==> src/rtl/c65x_pkg.sv <==
// Shared types and constants for the 6502 execute unit.
// Used by c65x_alu and cpu6502_execute_unit; depends on nothing.
package c65x_pkg;

  // Mnemonic index, alphabetical order
  typedef enum logic [5:0] {
    OP_ADC = 6'd0,  OP_AND = 6'd1,  OP_ASL = 6'd2,  OP_BCC = 6'd3,
    OP_BCS = 6'd4,  OP_BEQ = 6'd5,  OP_BIT = 6'd6,  OP_BMI = 6'd7,
    OP_BNE = 6'd8,  OP_BPL = 6'd9,  OP_BRK = 6'd10, OP_BVC = 6'd11,
    OP_BVS = 6'd12, OP_CLC = 6'd13, OP_CLD = 6'd14, OP_CLI = 6'd15,
    OP_CLV = 6'd16, OP_CMP = 6'd17, OP_CPX = 6'd18, OP_CPY = 6'd19,
    OP_DEC = 6'd20, OP_DEX = 6'd21, OP_DEY = 6'd22, OP_EOR = 6'd23,
    OP_INC = 6'd24, OP_INX = 6'd25, OP_INY = 6'd26, OP_JMP = 6'd27,
    OP_JSR = 6'd28, OP_LDA = 6'd29, OP_LDX = 6'd30, OP_LDY = 6'd31,
    OP_LSR = 6'd32, OP_NOP = 6'd33, OP_ORA = 6'd34, OP_PHA = 6'd35,
    OP_PHP = 6'd36, OP_PLA = 6'd37, OP_PLP = 6'd38, OP_ROL = 6'd39,
    OP_ROR = 6'd40, OP_RTI = 6'd41, OP_RTS = 6'd42, OP_SBC = 6'd43,
    OP_SEC = 6'd44, OP_SED = 6'd45, OP_SEI = 6'd46, OP_STA = 6'd47,
    OP_STX = 6'd48, OP_STY = 6'd49, OP_TAX = 6'd50, OP_TAY = 6'd51,
    OP_TSX = 6'd52, OP_TXA = 6'd53, OP_TXS = 6'd54, OP_TYA = 6'd55
  } cmd_t;

  // Status bit positions: N V 1 B D I Z C
  localparam int unsigned FL_N = 7;
  localparam int unsigned FL_V = 6;
  localparam int unsigned FL_U = 5;
  localparam int unsigned FL_B = 4;
  localparam int unsigned FL_D = 3;
  localparam int unsigned FL_I = 2;
  localparam int unsigned FL_Z = 1;
  localparam int unsigned FL_C = 0;

  // Bits 5 and 4 are kept across pulls; PHP sets both
  localparam logic [7:0] PULL_KEEP  = 8'h30;
  localparam logic [7:0] STACK_PAGE = 8'h01;

  typedef struct packed {
    logic [7:0] a;
    logic [7:0] x;
    logic [7:0] y;
    logic [7:0] p;
    logic [7:0] sp;
  } regs_t;

  typedef struct packed {
    cmd_t        cmd;
    logic        acc_mode;
    logic [7:0]  operand;
    logic [15:0] eff_addr;
    logic [15:0] instr_pc;
    logic [7:0]  pop_first;
    logic [7:0]  pop_second;
    logic [7:0]  pop_third;
  } item_t;

  typedef struct packed {
    logic        write_en;
    logic        is_push;
    logic [15:0] write_addr;
    logic [7:0]  write_data;
    regs_t       snap;
    logic        pc_redirect;
    logic [15:0] new_pc;
    logic        last;
  } res_t;

endpackage

==> src/rtl/c65x_alu.sv <==
// Combinational execute logic: one instruction against the register file.
// Depends on c65x_pkg for item, register and result types.
module c65x_alu
  import c65x_pkg::*;
(
  input  item_t it,
  input  regs_t regs,
  output regs_t nxt,
  output res_t  res0,
  output res_t  res1,
  output logic  two
);

  logic [7:0]  add_num;
  logic [8:0]  sum;
  logic        ovf;
  logic [7:0]  cmp_reg;
  logic [8:0]  diff;
  logic [7:0]  sh_in;
  logic [7:0]  sh_out;
  logic [7:0]  rmw;
  logic [15:0] br_target;
  logic [15:0] ret_pc;
  logic        cond;
  logic        redir;
  logic [15:0] npc;
  logic        we;
  logic        push;
  logic [15:0] waddr;
  logic [7:0]  wdata;

  function automatic logic [7:0] set_nz(input logic [7:0] p, input logic [7:0] v);
    logic [7:0] q;
    q       = p;
    q[FL_N] = v[7];
    q[FL_Z] = (v == 8'h00);
    return q;
  endfunction

  // Shared datapath pieces
  assign add_num   = (it.cmd == OP_SBC) ? ~it.operand : it.operand;
  assign sum       = {1'b0, regs.a} + {1'b0, add_num} + {8'h00, regs.p[FL_C]};
  assign ovf       = (~(regs.a[7] ^ add_num[7])) & (regs.a[7] ^ sum[7]);
  assign cmp_reg   = (it.cmd == OP_CPX) ? regs.x : (it.cmd == OP_CPY) ? regs.y : regs.a;
  assign diff      = {1'b0, cmp_reg} - {1'b0, it.operand};
  assign sh_in     = it.acc_mode ? regs.a : it.operand;
  assign rmw       = (it.cmd == OP_DEC) ? it.operand - 8'd1 : it.operand + 8'd1;
  assign br_target = it.instr_pc + 16'd2 + {{8{it.operand[7]}}, it.operand};
  assign ret_pc    = it.instr_pc + 16'd3;

  // Shift and rotate unit
  always_comb begin
    case (it.cmd)
      OP_ASL:  sh_out = {sh_in[6:0], 1'b0};
      OP_LSR:  sh_out = {1'b0, sh_in[7:1]};
      OP_ROL:  sh_out = {sh_in[6:0], regs.p[FL_C]};
      OP_ROR:  sh_out = {regs.p[FL_C], sh_in[7:1]};
      default: sh_out = sh_in;
    endcase
  end

  // Decode and execute
  always_comb begin
    nxt   = regs;
    res0  = '0;
    res1  = '0;
    two   = 1'b0;
    cond  = 1'b0;
    redir = 1'b0;
    npc   = '0;
    we    = 1'b0;
    push  = 1'b0;
    waddr = '0;
    wdata = '0;
    unique case (it.cmd) inside
      OP_ADC, OP_SBC: begin
        nxt.a       = sum[7:0];
        nxt.p[FL_C] = sum[8];
        nxt.p[FL_V] = ovf;
        nxt.p       = set_nz(nxt.p, sum[7:0]);
      end
      OP_AND: begin
        nxt.a = regs.a & it.operand;
        nxt.p = set_nz(regs.p, nxt.a);
      end
      OP_ORA: begin
        nxt.a = regs.a | it.operand;
        nxt.p = set_nz(regs.p, nxt.a);
      end
      OP_EOR: begin
        nxt.a = regs.a ^ it.operand;
        nxt.p = set_nz(regs.p, nxt.a);
      end
      OP_ASL, OP_LSR, OP_ROL, OP_ROR: begin
        nxt.p[FL_C] = (it.cmd == OP_ASL || it.cmd == OP_ROL) ? sh_in[7] : sh_in[0];
        nxt.p       = set_nz(nxt.p, sh_out);
        if (it.acc_mode) begin
          nxt.a = sh_out;
        end else begin
          we    = 1'b1;
          waddr = it.eff_addr;
          wdata = sh_out;
        end
      end
      OP_BCC: cond = ~regs.p[FL_C];
      OP_BCS: cond = regs.p[FL_C];
      OP_BEQ: cond = regs.p[FL_Z];
      OP_BNE: cond = ~regs.p[FL_Z];
      OP_BMI: cond = regs.p[FL_N];
      OP_BPL: cond = ~regs.p[FL_N];
      OP_BVC: cond = ~regs.p[FL_V];
      OP_BVS: cond = regs.p[FL_V];
      OP_BIT: begin
        nxt.p[FL_Z] = ((regs.a & it.operand) == 8'h00);
        nxt.p[FL_V] = it.operand[6];
        nxt.p[FL_N] = it.operand[7];
      end
      OP_CLC: nxt.p[FL_C] = 1'b0;
      OP_CLD: nxt.p[FL_D] = 1'b0;
      OP_CLI: nxt.p[FL_I] = 1'b0;
      OP_CLV: nxt.p[FL_V] = 1'b0;
      OP_SEC: nxt.p[FL_C] = 1'b1;
      OP_SED: nxt.p[FL_D] = 1'b1;
      OP_SEI: nxt.p[FL_I] = 1'b1;
      OP_CMP, OP_CPX, OP_CPY: begin
        nxt.p[FL_N] = diff[7];
        nxt.p[FL_Z] = (cmp_reg == it.operand);
        nxt.p[FL_C] = ~diff[8];
      end
      OP_DEC, OP_INC: begin
        nxt.p = set_nz(regs.p, rmw);
        we    = 1'b1;
        waddr = it.eff_addr;
        wdata = rmw;
      end
      OP_DEX: begin
        nxt.x = regs.x - 8'd1;
        nxt.p = set_nz(regs.p, nxt.x);
      end
      OP_DEY: begin
        nxt.y = regs.y - 8'd1;
        nxt.p = set_nz(regs.p, nxt.y);
      end
      OP_INX: begin
        nxt.x = regs.x + 8'd1;
        nxt.p = set_nz(regs.p, nxt.x);
      end
      OP_INY: begin
        nxt.y = regs.y + 8'd1;
        nxt.p = set_nz(regs.p, nxt.y);
      end
      OP_JMP: begin
        redir = 1'b1;
        npc   = it.eff_addr;
      end
      OP_JSR: begin
        // Two pushes: return address high byte, then low byte
        two                = 1'b1;
        nxt.sp             = regs.sp - 8'd2;
        res0.write_en      = 1'b1;
        res0.is_push       = 1'b1;
        res0.write_addr    = {STACK_PAGE, regs.sp};
        res0.write_data    = ret_pc[15:8];
        res0.snap          = regs;
        res0.snap.sp       = regs.sp - 8'd1;
        res1.write_en      = 1'b1;
        res1.is_push       = 1'b1;
        res1.write_addr    = {STACK_PAGE, res0.snap.sp};
        res1.write_data    = ret_pc[7:0];
        res1.snap          = nxt;
        res1.pc_redirect   = 1'b1;
        res1.new_pc        = it.eff_addr;
        res1.last          = 1'b1;
      end
      OP_LDA: begin
        nxt.a = it.operand;
        nxt.p = set_nz(regs.p, it.operand);
      end
      OP_LDX: begin
        nxt.x = it.operand;
        nxt.p = set_nz(regs.p, it.operand);
      end
      OP_LDY: begin
        nxt.y = it.operand;
        nxt.p = set_nz(regs.p, it.operand);
      end
      OP_PHA, OP_PHP: begin
        if (it.cmd == OP_PHP) begin
          nxt.p = regs.p | PULL_KEEP;
        end
        we     = 1'b1;
        push   = 1'b1;
        waddr  = {STACK_PAGE, regs.sp};
        wdata  = (it.cmd == OP_PHA) ? regs.a : nxt.p;
        nxt.sp = regs.sp - 8'd1;
      end
      OP_PLA: begin
        nxt.sp = regs.sp + 8'd1;
        nxt.a  = it.pop_first;
        nxt.p  = set_nz(regs.p, it.pop_first);
      end
      OP_PLP: begin
        nxt.sp = regs.sp + 8'd1;
        nxt.p  = (it.pop_first & ~PULL_KEEP) | (regs.p & PULL_KEEP);
      end
      OP_RTI: begin
        nxt.sp = regs.sp + 8'd3;
        nxt.p  = (it.pop_first & ~PULL_KEEP) | (regs.p & PULL_KEEP);
        redir  = 1'b1;
        npc    = {it.pop_third, it.pop_second};
      end
      OP_RTS: begin
        nxt.sp = regs.sp + 8'd2;
        redir  = 1'b1;
        npc    = {it.pop_second, it.pop_first};
      end
      OP_STA: begin
        we    = 1'b1;
        waddr = it.eff_addr;
        wdata = regs.a;
      end
      OP_STX: begin
        we    = 1'b1;
        waddr = it.eff_addr;
        wdata = regs.x;
      end
      OP_STY: begin
        we    = 1'b1;
        waddr = it.eff_addr;
        wdata = regs.y;
      end
      OP_TAX: begin
        nxt.x = regs.a;
        nxt.p = set_nz(regs.p, regs.a);
      end
      OP_TAY: begin
        nxt.y = regs.a;
        nxt.p = set_nz(regs.p, regs.a);
      end
      OP_TSX: begin
        nxt.x = regs.sp;
        nxt.p = set_nz(regs.p, regs.sp);
      end
      OP_TXA: begin
        nxt.a = regs.x;
        nxt.p = set_nz(regs.p, regs.x);
      end
      OP_TXS: nxt.sp = regs.x;
      OP_TYA: begin
        nxt.a = regs.y;
        nxt.p = set_nz(regs.p, regs.y);
      end
      // BRK, NOP and unused codes leave everything alone
      default: ;
    endcase

    // Taken branch
    if (cond) begin
      redir = 1'b1;
      npc   = br_target;
    end

    // Single result for everything but JSR
    if (!two) begin
      res0.write_en    = we;
      res0.is_push     = push;
      res0.write_addr  = waddr;
      res0.write_data  = wdata;
      res0.snap        = nxt;
      res0.pc_redirect = redir;
      res0.new_pc      = npc;
      res0.last        = 1'b1;
    end
  end

endmodule

==> src/rtl/cpu6502_execute_unit.sv <==
// 6502 execute unit, top level: input register, register file, result register.
// Depends on c65x_pkg and c65x_alu.
// Each item is registered at the input, executed by c65x_alu, and its result is registered.
// Throughput: one item per cycle while out_ready does not stall the result register;
//   after a JSR the next item waits while JSR's second push leaves through the single result register.
// Reset: A, X, Y, S and P clear to zero; the input and result stages empty.
module cpu6502_execute_unit
  import c65x_pkg::*;
(
  input  logic        clk,
  input  logic        rst,
  input  logic        in_valid,
  output logic        in_ready,
  input  logic [5:0]  cmd,
  input  logic        acc_mode,
  input  logic [7:0]  operand,
  input  logic [15:0] eff_addr,
  input  logic [15:0] instr_pc,
  input  logic [7:0]  pop_first,
  input  logic [7:0]  pop_second,
  input  logic [7:0]  pop_third,
  output logic        out_valid,
  input  logic        out_ready,
  output logic        write_en,
  output logic        is_push,
  output logic [15:0] write_addr,
  output logic [7:0]  write_data,
  output logic [7:0]  acc_out,
  output logic [7:0]  x_out,
  output logic [7:0]  y_out,
  output logic [7:0]  status_out,
  output logic [7:0]  sp_out,
  output logic        pc_redirect,
  output logic [15:0] new_pc,
  output logic        last
);

  logic  in_full;
  item_t in_item;
  regs_t arch;
  regs_t arch_next;
  res_t  res_a;
  res_t  res_b;
  logic  res_two;
  res_t  out_res;
  logic  sec_valid;
  res_t  sec_res;
  logic  out_free;
  logic  exec_fire;

  c65x_alu u_alu (
    .it   (in_item),
    .regs (arch),
    .nxt  (arch_next),
    .res0 (res_a),
    .res1 (res_b),
    .two  (res_two)
  );

  // Handshake control
  assign out_free  = ~out_valid | out_ready;
  assign exec_fire = in_full & ~sec_valid & out_free;
  assign in_ready  = ~in_full | exec_fire;

  // Control state and register file
  always_ff @(posedge clk) begin
    if (rst) begin
      in_full   <= 1'b0;
      out_valid <= 1'b0;
      sec_valid <= 1'b0;
      arch      <= '0;
    end else begin
      if (in_valid && in_ready) begin
        in_full <= 1'b1;
      end else if (exec_fire) begin
        in_full <= 1'b0;
      end
      if (exec_fire) begin
        arch <= arch_next;
      end
      if (out_free) begin
        if (sec_valid) begin
          out_valid <= 1'b1;
          sec_valid <= 1'b0;
        end else if (exec_fire) begin
          out_valid <= 1'b1;
          sec_valid <= res_two;
        end else begin
          out_valid <= 1'b0;
        end
      end
    end
  end

  // Payload registers
  always_ff @(posedge clk) begin
    if (in_valid && in_ready) begin
      in_item <= '{cmd: cmd_t'(cmd), acc_mode: acc_mode, operand: operand,
                   eff_addr: eff_addr, instr_pc: instr_pc, pop_first: pop_first,
                   pop_second: pop_second, pop_third: pop_third};
    end
    if (out_free && (sec_valid || exec_fire)) begin
      out_res <= sec_valid ? sec_res : res_a;
    end
    if (exec_fire) begin
      sec_res <= res_b;
    end
  end

  // Drive result ports
  assign write_en    = out_res.write_en;
  assign is_push     = out_res.is_push;
  assign write_addr  = out_res.write_addr;
  assign write_data  = out_res.write_data;
  assign acc_out     = out_res.snap.a;
  assign x_out       = out_res.snap.x;
  assign y_out       = out_res.snap.y;
  assign status_out  = out_res.snap.p;
  assign sp_out      = out_res.snap.sp;
  assign pc_redirect = out_res.pc_redirect;
  assign new_pc      = out_res.new_pc;
  assign last        = out_res.last;

`ifndef SYNTHESIS
  a_sec_needs_out: assert property (@(posedge clk) disable iff (rst)
    sec_valid |-> out_valid)
    else $error("second result pending with empty result register");

  a_hold_input: assert property (@(posedge clk) disable iff (rst)
    (sec_valid && in_full) |-> !in_ready)
    else $error("input taken while second push pending");

  a_second_follows: assert property (@(posedge clk) disable iff (rst)
    (out_valid && out_ready && !last) |=> (out_valid && last))
    else $error("second push did not follow the first");

  a_first_is_push: assert property (@(posedge clk) disable iff (rst)
    (out_valid && !last) |-> (write_en && is_push && !pc_redirect))
    else $error("non-final result is not a plain push");
`endif

endmodule
==> config.mk <==
export PLATFORM = sky130hd
export DESIGN_NAME = cpu6502_execute_unit
export DESIGN_NICKNAME = d
export VERILOG_FILES = /design/src/rtl/c65x_pkg.sv /design/src/rtl/c65x_alu.sv /design/src/rtl/cpu6502_execute_unit.sv
export SDC_FILE = /design/constraint.sdc
export NUM_CORES = 1
export LEC_CHECK = 0
export BUFFER_PORTS_ARGS = -buffer_cell sky130_fd_sc_hd__buf_2
export CORE_ASPECT_RATIO = 0.6
export CORE_MARGIN = 5
export CORE_UTILIZATION = 50
export CTS_BUF_LIST = sky130_fd_sc_hd__clkbuf_4 sky130_fd_sc_hd__clkbuf_8
export DETAILED_ROUTE_END_ITERATION = 10
export PLACE_DENSITY = 0.69
export REMOVE_ABC_BUFFERS = 1
export SETUP_SLACK_MARGIN = 0.4
export SYNTH_ARGS = -nofsm -noshare
export SYNTH_HDL_FRONTEND = slang
export SYNTH_SLANG_ARGS = --single-unit
export TNS_END_PERCENT = 100
==> constraint.sdc <==
create_clock -name clk -period 7.3 [get_ports clk]
set_input_delay 0.73 -clock clk [delete_from_list [all_inputs] [get_ports clk]]
set_output_delay 0.73 -clock clk [all_outputs]
set_load 0.01 [all_outputs]
==> key figures, run 1 <==
Power and ir drop
  • Sw Pwr: 1.200 mW
  • Power Internal: 2.786 mW
  • Flop pwr share: 47.7%
  • Gate power share: 17.8%
  • Sw frac: 30.11%
  • Leak Pwr: 7.200 nW
  • Power Dens Cells: 212.1 nW/µm²
  • Max IR drop VDD: 0.0001754 V
  • Clock Power Share: 34.5%

Clock network
  • Post-CTS setup buffer count: 0
  • Num CTS Buffers: 42
  • Insertion delay to the later sink of the worst-skew pair: 0.59 ns
  • CTS tree: done
  • Reg clk slew, reported paths: 0.07 ns
  • Root Driver: clkbuf_8
  • Hold buffer count at cts: 0
  • # clock sinks: 271
  • CTS max path bufs: 3
  • CTS HTree Levels: 2
  • # resized after CTS: 0

Timing
  • Final Cycle Share: 63.86%
  • Peak Freq: 0.2145 GHz
  • Relative slew margins: 20.87%
  • Layout Skew: 0.02409 ns
  • Least-Margin Pin Slew: 1.174 ns
  • Setup TNS: 0 ns
  • Final setup viols: 0
  • Slew Limit Fails: 0
  • RSZ-0062 raised after global routing: false
  • Fin. Hold Viols: 0
  • Clock period minus worst slack: 4.662 ns

Placement
  • Port bufs: 160
  • Placer Congestion: 1.063
  • Post-detail-place hpwl: 44310 µm
  • Cell Area, Placed: 17910 µm²

Cells and area
  • Area grow syn2layout: 11.84%
  • Final core utilization: 56.21%
  • Fin area: 18800 µm²
  • Layout cells sized above 1: 16.58%
  • N_diodes: 0
  • Most frequent cells in the layout: edfxtp_1, nor2_1, buf_2, nand2_1, a21oi_1
  • Commonest non-fill, non-tap cell in the layout: edfxtp_1
  • Fin nets: 1988

Global route
  • Vias in the first global route: 13830
  • GR Util All Layers: 31.76%
  • GR Overflow Total: 0
  • Largest net degree at the start of global routing: 72
  • First-pass GRT wire length: 90700 µm
  • Antenna violations before repair: 1

Floorplan
  • Starting Density: 50.26%
  • Site Rows: 52
  • Core Area: 33440 µm²
  • Top Ports: 161
  • Die Wd: 246.7 µm
  • Die Y: 152.0 µm
  • Area of the die: 37500 µm²

Synth
  • Post-Syn Area per Cell: 9.767 µm²
  • Main synth FF type: edfxtp_1
  • Post-Syn Instances: 1721
  • Synthesized cell area: 16810 µm²
  • Asr flop ratio synth: 0%
  • Distinct cells, synth: 87
  • YS warnings: 0
  • FF+latch count, synth: 271
  • Number of synthesized flops with an enable pin: 228
  • Post-synthesis sequential area ratio: 45.85%

Run status
  • Status: finished clean

Detailed routing
  • Post-DRT Antenna Nets: 0
  • # DRC: 0
  • Routed wire length: 61200 µm
  • 1st-pass router iterations: 6
  • Vias: 14940
  • Vias per cell: 6.429
  • DR WL/cell: 26.34 µm
  • Iter 0 DRT Violations: 2261

Hold path
  • Critical hold path startpoint: eff_addr[15]
  • HP Class: primary input to flop

Worst setup path
  • Critical path's largest stage delay: 0.76 ns
  • CP startpoint: in_item[70]$_DFFE_PP_
  • CP max-delay cell: nor2_1
  • CP Max Fanout: 35
  • R2R Path Start: in_item[70]$_DFFE_PP_
  • Worst Path Arrival: 4.97 ns
  • Worst setup path category: flop to flop
  • Critical Path RT: 7.61 ns
  • Setup crit end kind: flop
  • CP Cell Sequence: buf_4 > nor2b_1 > nand2_1 > nor2_1 > o21ai_0 > ha_1 > a21o_1 > a21o_1 > a21oi_1 > o21ai_0 > a221oi_1 > and3_1 > o31ai_1
  • Startpoint Class: flop

Flow run
  • Max cap viols: 0
[worst paths after layout]
check	slack, ns	endpoint	cells after the start
worst max-delay path	2.64	status_out[0]$_DFFE_PP_	13
worst min-delay path	0.31	in_item[55]$_DFFE_PP_	1
worst max register to register	2.64	status_out[0]$_DFFE_PP_	13
worst min register to register	0.50	arch[13]$_SDFFE_PP0P_	2
[per-layer routing]
metal	global-route usage [%]	part of all wire [%]	vias to the layer above
li1	-	-	6666
met5	0	0	-
met3	8.603	12	100
met2	41.95	40	880
met4	7.513	2.3	0
met1	51.11	46	7289
[metrics by stage]
| step | std cells | hold slack, ns | total power [mW] | worst slack [ns] |
|---|---|---|---|---|
| after floorplan | 1596 | 0.4510 | 2.326 | 0.6923 |
| final | 2323 | 0.3106 | 3.987 | 2.638 |
| after CTS | 2323 | 0.2772 | 3.983 | 2.792 |
| after global placement | 2246 | 0.4639 | 2.610 | 2.886 |
| after detailed placement | 2246 | 0.4862 | 2.618 | 2.808 |
| after global routing | 2323 | 0.2840 | 4.146 | 2.326 |
[synth_stat cells, drive strengths merged (7+ instances only)]
| cell | instances | area share [%] |
|---|---|---|
| o22ai | 17 | 0.63 |
| and3 | 18 | 0.67 |
| clkbuf | 94 | 2.1 |
| a21oi | 88 | 2.7 |
| a22o | 9 | 0.47 |
| a221o | 13 | 0.77 |
| nand3b | 7 | 0.31 |
| a222oi | 15 | 0.89 |
| nor4 | 11 | 0.48 |
| ha | 78 | 5.8 |
| edfxtp | 228 | 41 |
| nor2 | 183 | 4.1 |
| nor2b | 17 | 0.63 |
| nand2b | 14 | 0.54 |
| nand3 | 44 | 1.3 |
| o21ai | 76 | 2.3 |
| a22oi | 39 | 1.7 |
| a31oi | 13 | 0.48 |
| o211ai | 10 | 0.48 |
| a211o | 9 | 0.47 |
| buf | 31 | 1.1 |
| nor3 | 51 | 1.5 |
| a221oi | 22 | 1.1 |
| o21a | 12 | 0.54 |
| nand4 | 23 | 0.86 |
| mux2 | 24 | 1.6 |
| and2 | 51 | 1.9 |
| inv | 69 | 1.5 |
| xnor2 | 56 | 2.9 |
| nand2 | 150 | 3.3 |
| a21o | 7 | 0.31 |
| a211oi | 36 | 1.6 |
| dfxtp | 43 | 5.1 |
| xor2 | 25 | 1.3 |
| o31ai | 10 | 0.45 |
| mux2i | 29 | 1.7 |
[sequential cells by signal (all words and copies together), names as in the netlist, 8 cells and up]
signal and flops:
sec_res 73, in_item 71, arch 40, new_pc 16, write_addr 16, acc_out 8
sp_out 8, status_out 8, write_data 8, x_out 8, y_out 8
[area by class of cell]
cell class | count | area [µm²]
repair buffers | 191 | 1033
flip-flops and latches | 271 | 7711
inverters | 70 | 265.3
clock inverters | 18 | 175.2
clock buffers | 59 | 711.9
multi-input cells | 1255 | 8328
fillers | 3038 | 14640
well taps | 459 | 574.3
[logic make-up (layout without fill, tap and decap cells)]
group                      Yosys count  count (layout)  synth area share [%]
DFF                                271             271                 45.85
xor gates and xnor gates            81              81                 4.221
AOI/OAI and AO/OA                  432             432                 17.95
adders and majority gates           82              82                 6.283
buffers and inverters              195             338                 4.719
muxes                               53              53                 3.357
and+or+nand+nor                    607             607                 17.62
[power groups by stage]
stage          clock (mW)  sequential [mW]  combinational [mW]
3_3_place_gp            0             1.93               0.681
5_1_grt              1.47             1.91               0.767
6_report             1.37             1.90               0.709
3_5_place_dp            0             1.93               0.689
4_1_cts              1.39             1.90               0.692
2_1_floorplan           0             1.92               0.404
[worst max-delay path, delay by kind of cell, from the launching register on]
| family | cells | cell delay, ns |
|---|---|---|
| fa+ha+maj | 1 | 0.37 |
| flops | 1 | 0.35 |
| buf+inv | 1 | 0.24 |
| compound gates | 7 | 1.66 |
| simple gates | 4 | 1.75 |
Note: power is estimated with default switching activity, not from simulation.
==> inputs of run 2 (changes only) <==
--- a/config.mk
+++ b/config.mk
@@ -11,7 +11,7 @@
 export CORE_UTILIZATION = 50
 export CTS_BUF_LIST = sky130_fd_sc_hd__clkbuf_4 sky130_fd_sc_hd__clkbuf_8
 export DETAILED_ROUTE_END_ITERATION = 10
-export PLACE_DENSITY = 0.69
+export PLACE_DENSITY = 0.72
 export REMOVE_ABC_BUFFERS = 1
 export SETUP_SLACK_MARGIN = 0.4
 export SYNTH_ARGS = -nofsm -noshare
==> constraint.sdc (replaced) <==
create_clock -name clk -period 4.1 [get_ports clk]
set_input_delay 0.41 -clock clk [delete_from_list [all_inputs] [get_ports clk]]
set_output_delay 0.41 -clock clk [all_outputs]
set_load 0.01 [all_outputs]
==> key figures, run 2 (synthesis gave the netlist of run 1 again) <==
Cells and area
  • Filler instances: 2884 (-5.1%)
  • Fin nets: 2095 (+5.4%)
  • Area grow syn2layout: 17.87%
  • Cell Count, Final, Fillers Out: 2430 (+4.6%)
  • Max reg flops: 73 (unchanged)
  • Layout cells sized above 1: 18.62% (+2.0 points)
  • Commonest non-fill, non-tap cell in the layout: edfxtp_1
  • Biggest register: sec_res
  • Largest regs: sec_res (73), in_item (71), arch (40)
  • Most frequent cells in the layout: edfxtp_1, nor2_1, buf_2, nand2_1, a21oi_1
  • N_diodes: 0 (unchanged)

Clock network
  • Root Driver: clkbuf_8
  • Insertion delay to the later sink of the worst-skew pair: 0.59 ns (about the same)
  • CTS max path bufs: 3 (unchanged)
  • CTS HTree Levels: 2 (unchanged)
  • Reg clk slew, reported paths: 0.07 ns (about the same)
  • Num CTS Buffers: 41 (-2.4%)
  • # clock sinks: 271 (unchanged)
  • CTS tree: done

Placement
  • Post-detail-place hpwl: 45480 µm (+2.6%)
  • Placer Congestion: 1.092 (+2.7%)
  • Placed cells: 2290 (+2.0%)
  • Port bufs: 160 (unchanged)

Detailed routing
  • Routed wire length: 62150 µm (+1.6%)
  • Iter 0 DRT Violations: 2342 (+3.6%)
  • # DRC: 0 (unchanged)
  • Metal-1 WL: 27870 µm (-0.79%)
  • Vias: 15390 (+3.0%)
  • 1st-pass router iterations: 6 (unchanged)
  • Vias per cell: 6.333 (-1.5%)
  • Routed met3 length: 8202 µm (+11%)
  • DR WL/cell: 25.58 µm (-2.9%)
  • DR top layer: met4
  • Post-DRT Antenna Nets: 0 (unchanged)
  • DR WL met2: 24840 µm (+2.2%)

Worst setup path
  • Startpoint Class: flop
  • CP Max Fanout: 34 (-2.9%)
  • Worst setup path category: flop to flop
  • Critical Path RT: 4.49 ns (-3.12 ns)
  • Reg2Reg Depth: 14 (+1)
  • Setup crit end kind: flop
  • Worst Path Arrival: 4.03 ns (-0.94 ns)

Timing
  • Clock period minus worst slack: 3.641 ns (-1.021 ns)
  • Hold_ws: 0.03311 ns (-0.2774 ns)
  • RSZ-0062 raised after global routing: true
  • Least-Margin Pin Slew: 1.168 ns (-0.006290 ns)
  • Peak Freq: 0.2746 GHz (+28%)
  • Relative slew margins: 21.42% (+0.56 points)
  • Final setup viols: 0 (unchanged)
  • Slew Limit Fails: 0 (unchanged)
  • Fin. Hold Viols: 0 (unchanged)
  • Layout Skew: 0.02971 ns (+0.005618 ns)
  • Final Cycle Share: 88.81% (+25 points)

Run status
  • Status: finished clean

Floorplan
  • Starting Density: 50.26% (unchanged)
  • Top Ports: 161 (unchanged)
  • Site Rows: 52 (unchanged)
  • Die Wd: 246.7 µm (unchanged)
  • Die Y: 152.0 µm (unchanged)
  • Core Area: 33440 µm² (unchanged)
  • Area of the die: 37500 µm² (unchanged)

Global route
  • GR Util All Layers: 32.08% (+0.32 points)
  • Largest net degree at the start of global routing: 91 (+26%)
  • Vias in the first global route: 14350 (+3.7%)
  • First-pass GRT wire length: 92450 µm (+1.9%)
  • Antenna violations before repair: 0 (-1)
  • GR Overflow Total: 0 (unchanged)

Power and ir drop
  • Leak Pwr: 7.721 nW (+7.2%)
  • Max IR drop VDD: 0.0002679 V (+53%)
  • Power Dens Cells: 360.3 nW/µm² (+70%)

Flow run
  • Max cap viols: 0 (unchanged)

Hold path
  • Hold path depth: 1 (unchanged)
  • HP Class: primary input to flop
[run 2: final timing paths]
| check | startpoint | end | slack [ns] |
|---|---|---|---|
| worst min-delay path | eff_addr[3] | in_item[43]$_DFFE_PP_ | 0.03 |
| worst max register to register | in_item[70]$_DFFE_PP_ | status_out[7]$_DFFE_PP_ | 0.46 |
| worst min register to register | arch[13]$_SDFFE_PP0P_ | arch[13]$_SDFFE_PP0P_ | 0.48 |
| worst max-delay path | in_item[70]$_DFFE_PP_ | status_out[7]$_DFFE_PP_ | 0.46 |
[run 2: final cells by class]
| type | instances | area (µm²) | area share [%] |
|---|---|---|---|
| Inverter | 70 | 265.3 | 1.339 |
| Multi-Input combinational cell | 1255 | 8368 | 42.24 |
| Sequential cell | 271 | 7711 | 38.92 |
| Tap cell | 459 | 574.3 | 2.899 |
| Clock buffer | 66 | 789.5 | 3.985 |
| Timing Repair Buffer | 299 | 2016 | 10.17 |
| Clock inverter | 10 | 88.84 | 0.4484 |
[run 2: power breakdown]
part           internal [mW]  switching (mW)
Combinational          0.525           0.868
Clock                   1.30            1.10
Sequential              3.19           0.160
[run 2: timing repair]
action | CTS | global route
hold buffers | 57 | 5
resized for setup | 0 | 12
setup endpoints to repair | 0 | 14
setup buffers | 0 | 2
endpoints found under the hold margin | 57 | 5
[run 2: metal layers]
layer / GRT usage [%] / vias up
met5: 0 / -
met4: 5.761 / 0
met3: 8.532 / 106
met2: 43.69 / 1008
met1: 51.39 / 7428
li1: - / 6846
[run 2: critical path, stage by stage (launching register included)]
cell and delay, ns:
edfxtp_1 0.42, buf_12 0.20, and4bb_2 0.29, nand2_2 0.14, buf_4 0.22, xnor2_1 0.14
ha_1 0.35, o21ai_0 0.25, a21oi_2 0.08, o31ai_2 0.25, a21oi_1 0.17, xnor2_1 0.19
o211ai_1 0.37, nor2_1 0.08, a221oi_1 0.28
[run 2: metrics by stage]
step / TNS, ns / power (mW) / cell area [µm²] / utilization [%] / setup slack (ns)
final: 0 / 7.139 / 19810 / 59.25 / 0.4589
after global routing: 0 / 7.438 / 19810 / 59.25 / 0.3425
after CTS: 0 / 7.119 / 19690 / 58.89 / 0.4639
after detailed placement: 0 / 4.685 / 18250 / 54.56 / 0.4845
after global placement: 0 / 4.670 / 18250 / 54.56 / 0.5226
after floorplan: -307.66 / 4.142 / 16280 / - / -2.508
==> inputs of run 3 (changes only) <==
--- a/config.mk
+++ b/config.mk
@@ -11,7 +11,7 @@
 export CORE_UTILIZATION = 50
 export CTS_BUF_LIST = sky130_fd_sc_hd__clkbuf_4 sky130_fd_sc_hd__clkbuf_8
 export DETAILED_ROUTE_END_ITERATION = 10
-export PLACE_DENSITY = 0.72
+export PLACE_DENSITY = 0.7
 export REMOVE_ABC_BUFFERS = 1
 export SETUP_SLACK_MARGIN = 0.4
 export SYNTH_ARGS = -nofsm -noshare
==> constraint.sdc (replaced) <==
create_clock -name clk -period 4.1 [get_ports clk]
set_input_delay 1.23 -clock clk [delete_from_list [all_inputs] [get_ports clk]]
set_output_delay 1.23 -clock clk [all_outputs]
set_load 0.01 [all_outputs]
==> key figures, run 3 (synthesis gave the netlist of run 1 again) <==
Detailed routing
  • Iter 0 DRT Violations: 2334 (-0.34%)
  • DR WL/cell: 26.46 µm (+3.4%)
  • Vias per cell: 6.369 (+0.58%)
  • Vias: 15150 (-1.5%)
  • # DRC: 0 (unchanged)
  • 1st-pass router iterations: 9 (+3)
  • Post-DRT Antenna Nets: 0 (unchanged)
  • Routed wire length: 62940 µm (+1.3%)

Placement
  • Port bufs: 160 (unchanged)
  • Placer Congestion: 1.057 (-3.3%)
  • Post-detail-place hpwl: 46860 µm (+3.0%)

Floorplan
  • Die Y: 152.0 µm (unchanged)
  • Top Ports: 161 (unchanged)
  • Core Area: 33440 µm² (unchanged)
  • Starting Density: 50.26% (unchanged)
  • Area of the die: 37500 µm² (unchanged)
  • Die Wd: 246.7 µm (unchanged)
  • Site Rows: 52 (unchanged)

Clock network
  • CTS tree: done
  • Insertion delay to the later sink of the worst-skew pair: 0.60 ns (about the same)
  • Num CTS Buffers: 41 (unchanged)
  • CTS HTree Levels: 2 (unchanged)
  • # clock sinks: 271 (unchanged)
  • Reg clk slew, reported paths: 0.07 ns (about the same)
  • Root Driver: clkbuf_8
  • Hold buffer count at cts: 0 (-100%)
  • CTS max path bufs: 3 (unchanged)

Hold path
  • Critical hold path startpoint: arch[13]$_SDFFE_PP0P_
  • HP Class: flop to flop
  • Hold path depth: 2 (+1)

Flow run
  • Max cap viols: 0 (unchanged)

Worst setup path
  • Logic depth of the worst path, buffers included: 13 (-1)
  • Startpoint Class: flop
  • CP max-delay cell: edfxtp_1
  • Bufs and invs on worst path: 1 (-1)
  • FF-to-FF setup slack: 0.48 ns (+0.02 ns)
  • Critical path's largest stage delay: 0.48 ns (+0.06 ns)
  • Critical path's most frequent cell: a21oi_2
  • Worst Path Arrival: 3.91 ns (-0.12 ns)
  • R2R Path Start: in_item[67]$_DFFE_PP_
  • Setup crit end kind: flop
  • Reg2Reg Depth: 13 (-1)
  • Critical Path RT: 4.39 ns (-0.10 ns)
  • Worst setup path category: flop to flop
  • CP Max Fanout: 7 (-79%)
  • CP Cell Sequence: and4bb_2 > nand2_1 > buf_4 > xnor2_1 > fa_1 > a21oi_2 > o211ai_1 > a21oi_2 > nor2b_1 > o21a_1 > o21ai_0 > and3_1 > o31ai_1
  • CP top delay family: compound AO/OA/AOI/OAI gates
  • CP startpoint: in_item[67]$_DFFE_PP_

Power and ir drop
  • Power Internal: 5.094 mW (+1.7%)
  • Leak Pwr: 7.535 nW (-2.4%)
  • Sw Pwr: 2.172 mW (+1.9%)
  • Gate power share: 19.0% (-0.5 points)
  • Clock Power Share: 34.9% (+1.3 points)
  • Power Dens Cells: 375.5 nW/µm² (+4.2%)
  • Max IR drop VDD: 0.0003078 V (+15%)
  • Flop pwr share: 46.0% (-0.9 points)
  • Sw frac: 29.89% (+0.035 points)

Cells and area
  • Most frequent cells in the layout: edfxtp_1, nor2_1, buf_2, nand2_1, buf_4
  • Commonest non-fill, non-tap cell in the layout: edfxtp_1
  • Biggest register: sec_res
  • Layout cells sized above 1: 19.59% (+0.97 points)
  • Max reg flops: 73 (unchanged)
  • Storage element area: 7711 µm² (unchanged)
  • Area grow syn2layout: 15.11%
  • Footprint of the multi-input gates: 8366 µm² (about the same)
  • Fin nets: 2045 (-2.4%)
  • Largest regs: sec_res (73), in_item (71), arch (40)
  • Final core utilization: 57.86% (-1.4 points)
  • Filler instances: 2980 (+3.3%)

Timing
  • Clock period minus worst slack: 3.619 ns (-0.02236 ns)
  • Final Cycle Share: 88.26% (-0.55 points)
  • Relative slew margins: 26.48% (+5.1 points)
  • Fin. Hold Viols: 0 (unchanged)
  • Slew Limit Fails: 0 (unchanged)
  • RSZ-0062 raised after global routing: true
  • Peak Freq: 0.2763 GHz (+0.62%)
  • Least-Margin Pin Slew: 1.099 ns (-0.06843 ns)
  • Layout Skew: 0.02932 ns (-0.0003968 ns)
  • Final setup viols: 0 (unchanged)
  • Setup TNS: 0 ns (unchanged)

Global route
  • GR Overflow Total: 0 (unchanged)
  • Antenna violations before repair: 0 (unchanged)
  • Vias in the first global route: 14270 (-0.56%)
  • Largest net degree at the start of global routing: 72 (-21%)
  • GR Util All Layers: 32.78% (+0.70 points)
  • First-pass GRT wire length: 93940 µm (+1.6%)

Run status
  • Status: finished clean
[run 3: layout make-up]
type,instances,area share (%)
Timing Repair Buffer,249,7.825
Inverter,70,1.371
Clock inverter,16,0.9635
Sequential cell,271,39.85
Multi-Input combinational cell,1255,43.24
Clock buffer,58,3.770
Tap cell,459,2.968
Antenna cell,1,0.01293
[run 3: what timing repair did]
item	in CTS	in global routing
setup buffers	0	0
setup endpoints to repair	0	7
gates resized for setup	0	12
[run 3: metrics by stage]
| stage | cell area, µm² | setup WS (ns) | hold WS (ns) | cells | power (mW) |
|---|---|---|---|---|---|
| detailed placement | 18380 | 0.5443 | 0.4775 | 2304 | 4.725 |
| finish | 19350 | 0.4812 | 0.4991 | 2379 | 7.266 |
| floorplan | 16280 | -2.508 | 0.4510 | 1596 | 4.142 |
| CTS | 19290 | 0.5274 | 0.4930 | 2378 | 7.253 |
| global placement | 18380 | 0.6397 | 0.4636 | 2304 | 4.712 |
| global route | 19350 | 0.2996 | 0.5254 | 2378 | 7.580 |
[run 3: tightest hold or removal path, cell delays in order, from the launching register on]
cell and delay (ns):
dfxtp_1 0.34, a21oi_1 0.04, nor2_1 0.08
[run 3: path summary, 6_finish.rpt]
| kind | end |
|---|---|
| max | status_out[0]$_DFFE_PP_ |
| min | arch[13]$_SDFFE_PP0P_ |
| min reg2reg | arch[13]$_SDFFE_PP0P_ |
| max reg2reg | status_out[0]$_DFFE_PP_ |
[run 3: layer usage]
layer / up-vias / track usage, % / share of wire (%)
met4: 0 / 5.654 / 1.9
li1: 6758 / - / -
met5: - / 0 / 0
met2: 881 / 44.61 / 40
met1: 7398 / 52.94 / 47
met3: 116 / 8.269 / 12
[run 3: power by group through the flow]
stage / combinational, mW / sequential [mW] / clock (mW)
global placement: 1.32 / 3.39 / 0
detailed placement: 1.33 / 3.40 / 0
floorplan: 0.720 / 3.42 / 0
global route: 1.49 / 3.36 / 2.74
finish: 1.38 / 3.35 / 2.54
CTS: 1.34 / 3.34 / 2.58
